$ cat config.mk
export PLATFORM = sky130hd
export DESIGN_NAME = swm_cell
export DESIGN_NICKNAME = d
export VERILOG_FILES = /design/src/design/sliding_window_median_defines.svh /design/src/design/swm_pkg.sv /design/src/design/swm_cell.sv
export SDC_FILE = /design/constraint.sdc
export NUM_CORES = 1
export LEC_CHECK = 0
export BUFFER_PORTS_ARGS = -buffer_cell sky130_fd_sc_hd__buf_2
export CAP_MARGIN = 20
export CORE_ASPECT_RATIO = 1.25
export CORE_UTILIZATION = 51
export CTS_CLUSTER_SIZE = 14
export DETAILED_ROUTE_END_ITERATION = 12
export PLACE_DENSITY = 0.88
export SLEW_MARGIN = 20
export SYNTH_ARGS = -nofsm -noshare
export SYNTH_HDL_FRONTEND = slang
export SYNTH_SLANG_ARGS = --single-unit
export TNS_END_PERCENT = 5
$ cat constraint.sdc
create_clock -name clock -period 6.8 [get_ports clock]
set_clock_uncertainty 0.2 [all_clocks]
set_input_delay 0.68 -clock clock [delete_from_list [all_inputs] [get_ports clock]]
set_output_delay 0.68 -clock clock [all_outputs]
set_load 0.01 [all_outputs]
$ cat src/design/sliding_window_median_defines.svh
// Assertion helpers for the sliding window median filter.
`ifndef SLIDING_WINDOW_MEDIAN_DEFINES_SVH
`define SLIDING_WINDOW_MEDIAN_DEFINES_SVH

// Checked on every rising edge outside reset.
`define SWM_ASSERT(lbl, prop, msg) \
   lbl: assert property (@(posedge clock) disable iff (reset) (prop)) else $error(msg);

// Checked on every rising edge, reset included.
`define SWM_ASSERT_ALWAYS(lbl, prop, msg) \
   lbl: assert property (@(posedge clock) (prop)) else $error(msg);

`endif

$ cat src/design/swm_pkg.sv
package swm_pkg;

   localparam int MAX_WINDOW_DEF = 64;
   localparam int CFG_W          = 7;
   localparam int SAMPLE_W       = 32;
   localparam int MEDIAN_W       = 33;
   localparam int CSR_ADDR_W     = 3;
   localparam int CSR_DATA_W     = 32;

   localparam logic [CFG_W-1:0] WINDOW_SIZE_RESET = 7'd3;

   // word index of the registers
   localparam logic REG_WINDOW_SIZE = 1'b0;

   typedef struct packed {
      logic step;
      logic drain;
   } cell_ctl_type;

endpackage

$ cat src/design/swm_cell.sv
module swm_cell #(
   parameter int AGE_W = 6
) (
   input  logic                              clock,
   input  swm_pkg::cell_ctl_type             ctl,
   input  logic signed [swm_pkg::SAMPLE_W-1:0] sample,
   input  logic [AGE_W-1:0]                  target_age,
   input  logic                              del_en,
   input  logic                              occ,
   input  logic                              post_occ,
   input  logic                              above,
   input  logic signed [swm_pkg::SAMPLE_W-1:0] up_value,
   input  logic [AGE_W-1:0]                  up_age,
   input  logic                              up_gt,
   input  logic signed [swm_pkg::SAMPLE_W-1:0] dn_value,
   input  logic [AGE_W-1:0]                  dn_age,
   input  logic                              dn_gt,
   output logic signed [swm_pkg::SAMPLE_W-1:0] value,
   output logic [AGE_W-1:0]                  age,
   output logic                              gt,
   output logic signed [swm_pkg::SAMPLE_W-1:0] post_value,
   output logic [AGE_W-1:0]                  post_age,
   output logic                              post_gt,
   output logic                              del
);
   import swm_pkg::*;

   logic signed [SAMPLE_W-1:0] value_ff, value_in;
   logic [AGE_W-1:0]           age_ff, age_in;

   assign value = value_ff;
   assign age   = age_ff;
   assign gt    = value_ff > sample;
   assign del   = del_en && occ && (age_ff == target_age);

   // view after the leaving entry is squeezed out
   assign post_value = above ? up_value : value_ff;
   assign post_age   = above ? up_age : age_ff;
   assign post_gt    = post_occ && (above ? up_gt : gt);

   always_comb begin
      value_in = value_ff;
      age_in   = age_ff;
      if (ctl.drain) begin
         value_in = post_value;
         age_in   = post_age;
      end else if (ctl.step) begin
         if (dn_gt) begin
            value_in = dn_value;
            age_in   = dn_age + AGE_W'(1);
         end else if (post_gt || !post_occ) begin
            value_in = sample;
            age_in   = '0;
         end else begin
            value_in = post_value;
            age_in   = post_age + AGE_W'(1);
         end
      end
   end

   always_ff @(posedge clock) begin
      value_ff <= value_in;
      age_ff   <= age_in;
   end

endmodule
==> flow_summary.yaml <==
synthesis:
  synth-edff-count: 38
  synth_top_cell_by_area: "edfxtp_1"
  synthTopCellsByArea: "edfxtp_1 28%, a2bb2oi_2 11%, ha_1 10%, o221a_1 8.3%, mux2i_1 7.8%"
  ys_warn_count: 0
  synth_cell_type_count: 46
  syn_area_um2: 4091
  synth_xor_area_share_pct: 2.141
  synth_cells: 401
  synth.mux.area_fraction_pct: 9.755
  synth-seq-cells: 38
  synthesis.nets: 558
  postSynthAreaPerCell_um2: 10.20
  synth_top_area_share_pct: 27.89
  yosys.area_share.simple_pct: 9.939
  synth_fa_ha_area_share_pct: 10.40
  yosysSeqAreaShare_pct: 27.89
  synth_compound_area_share_pct: 27.09
  synth_top_family_by_area: "compound AO/OA/AOI/OAI gates"
  synthFlopType: "edfxtp_1"
  async_flop_share_pct: 0
die:
  row_count: 36
  ioPinCount: 202
  die_height_um: 102.1
  die_w_um: 82.11
  die_area_um2: 8387
  fp.coreArea_um2: 7792
  start_util_pct: 52.50
clock_network:
  post_cts_buffers: 0
  ctsResizeCount: 0
  cts_buffers: 5
  insertion_delay_ns: 0.30
  holdBufCountCts: 0
  clk_path_buf_depth: 2
  root_buffer: "clkbuf_8"
  cts_sinks: 38
  cts_tree: "built"
  htree_levels: 2
  cts.clk_slew.worst_paths_ns: 0.08
route:
  vias_per_cell: 5.748
  vias: 3926
  drc: 0
  avgRoutedWirePerCell_um: 16.98
  drtAntennaViolNets: 0
  totalWireLength_mm: 11.60
  firstDrtPassIters: 4
  drtIter0Drc: 130
sta:
  clock.fmax_mhz: 261.2
  holdWs_ns: 0.5323
  tns_ns: 0
  min_period_ns: 3.829
  drv_slew: 0
  rsz0062_at_grt: "no"
  final_hold_viol_count: 0
  worst_slew_pin_slew_ns: 1.044
  max_slew_margin_pct: 30.40
  setup_viol: 0
  fin_crit_sh_pct: 56.31
setup_path:
  critPathLaunchType: "input pin"
  cp-startpoint: "sample[1]"
  r2r_setup_slack_ns: 3.03
  critPathKind: "in -> reg"
  r2r_end: "value[0]"
  worstPathCellList: "buf_2 -> inv_1 -> ha_1 -> nor2b_2 -> o211ai_1 -> a2111oi_1 -> o41ai_1 -> a211o_1 -> and3_2 -> a2bb2oi_1 -> o221a_2"
  endpoint_kind: "flip-flop"
  cp_max_fo: 37
  critPathMaxStageDelay_ns: 0.89
  r2r-start: "value[1]"
  worstPathRequired_ns: 6.65
  cp-endpoint: "value[0]"
  r2r.worst_path.cells: 9
  crit_slowest_cell: "and3_2"
  cp.arrival_ns: 3.68
cells_and_area:
  instances_no_fill: 683
  drive_gt1_share_pct: 43.88
  nNetsFinal: 746
  antenna_cells: 0
  area_growth_pct: 23.21
power:
  powerDensity_nw_per_um2: 173.6
  total_leakage_power_nw: 2.518
  peakVddDrop_mv: 0.1089
job:
  drv_cap: 0
placed_design:
  portBuffers: 201
  place_congestion: 0.7922
  place_inst: 677
  dp_hpwl_mm: 8.659
global_routing:
  grt_pass1_wl_mm: 17.28
  grt_usage_pct: 27.24
  grt_antenna_before_repair: 0
  overflow: 0
  first_global_vias: 3832
  grt_max_degree: 46
status:
  status: "finished, final reports clean"
hold_path:
  hp-start: "dn_value[17]"
  hold_path.class: "in -> reg"
## how the worst min path moves through the flow
stage / endpoint / slack [ns] / depth (start not counted)
floorplan: value[0] / 0.63 / 3
global placement: value[5] / 0.61 / 3
detailed placement: age[2] / 0.64 / 3
CTS: value[29] / 0.52 / 2
global route: value[29] / 0.52 / 2
finish: value[17] / 0.53 / 2
## synthesized netlist by cell type, types with 2 or more instances
cell	count
inv_1	67
nand2_1	44
edfxtp_1	38
ha_1	34
mux2i_1	32
a2bb2oi_2	30
o221a_1	30
a21oi_1	20
buf_6	10
nand3_1	10
dlygate4sd3_1	9
mux2_2	7
nor2_1	7
o21ai_0	7
nand4_1	5
xnor2_1	5
xor2_1	5
a2bb2oi_1	3
and3_1	3
nor3_1	3
nor4_1	3
a21o_1	2
buf_12	2
nand4_2	2
o221a_2	2
## placed cells by master (no fill, tap or decap), types with 2 or more instances in the layout
master     Yosys  routed
nand2_1       44      44
nor3_1         3       3
buf_4          0       3
ha_1          34      34
nand3_1       10      10
a2bb2oi_1      3       3
a21o_1         2       2
xor2_1         5       5
buf_2          0     201
o221a_1       30      30
o221a_2        2       2
clkbuf_8       1       5
mux2_2         7       7
nand4_1        5       5
nor4_1         3       3
edfxtp_1      38      38
a2bb2oi_2     30      30
a21oi_1       20      20
nor2_1         7       7
nand4_2        2       2
o21ai_0        7       7
and3_1         3       2
mux2i_1       32      32
inv_1         67      67
xnor2_1        5       5
## area by class of cell
type                       count  area (um2)
inverter                      67       251.5
multi-input combinational    273        2429
timing repair buffer         204        1028
clock inverter                 1       3.754
sequential                    38        1141
fill                         639        2751
tap                           95       118.9
clock buffer                   5       68.82
## kinds of logic after synthesis
family,after synthesis
AO/OA/AOI/OAI,108
buffers and inverters,90
AND/OR/NAND/NOR,82
multiplexers,39
flip-flops,38
adder cells (fa/ha/maj),34
XOR/XNOR,10
## power breakdown
group          switching (mW)  internal (mW)
clock network          0.0849         0.0671
registers              0.0277          0.298
logic                   0.214          0.184
total                   0.326          0.549
## registers in the layout, indices dropped and copies added (netlist names)
name   cells
age        6
value     32
## worst max-delay path, delay by kind of cell
family,cells,cell delay [ns]
AO/OA/AOI/OAI,6,1.50
AND/OR/NAND/NOR,2,1.05
adder cells (fa/ha/maj),1,0.28
buffers and inverters,2,0.15
## stage by stage
stage                     total power, mW  utilization [%]  cell area (um2)  setup slack, ns
after global placement             0.7099            63.76             4969            2.763
after detailed placement           0.7263            63.76             4969            2.604
after CTS                          0.8775            64.69             5041            2.907
after global routing               0.9269            64.69             5041            2.796
final                              0.8752            64.69             5041            2.971
after floorplan                    0.5928                -             4091            3.640
## per-layer routing
metal / vias up / track usage (%) / routed length, um
li1: 1871 / - / -
met4: 0 / 14.44 / 257
met2: 177 / 49.14 / 6174
met1: 1855 / 29.13 / 4405
met3: 23 / 5.804 / 761
met5: - / 0 / 0
Power figures use the tool's default switching activity.
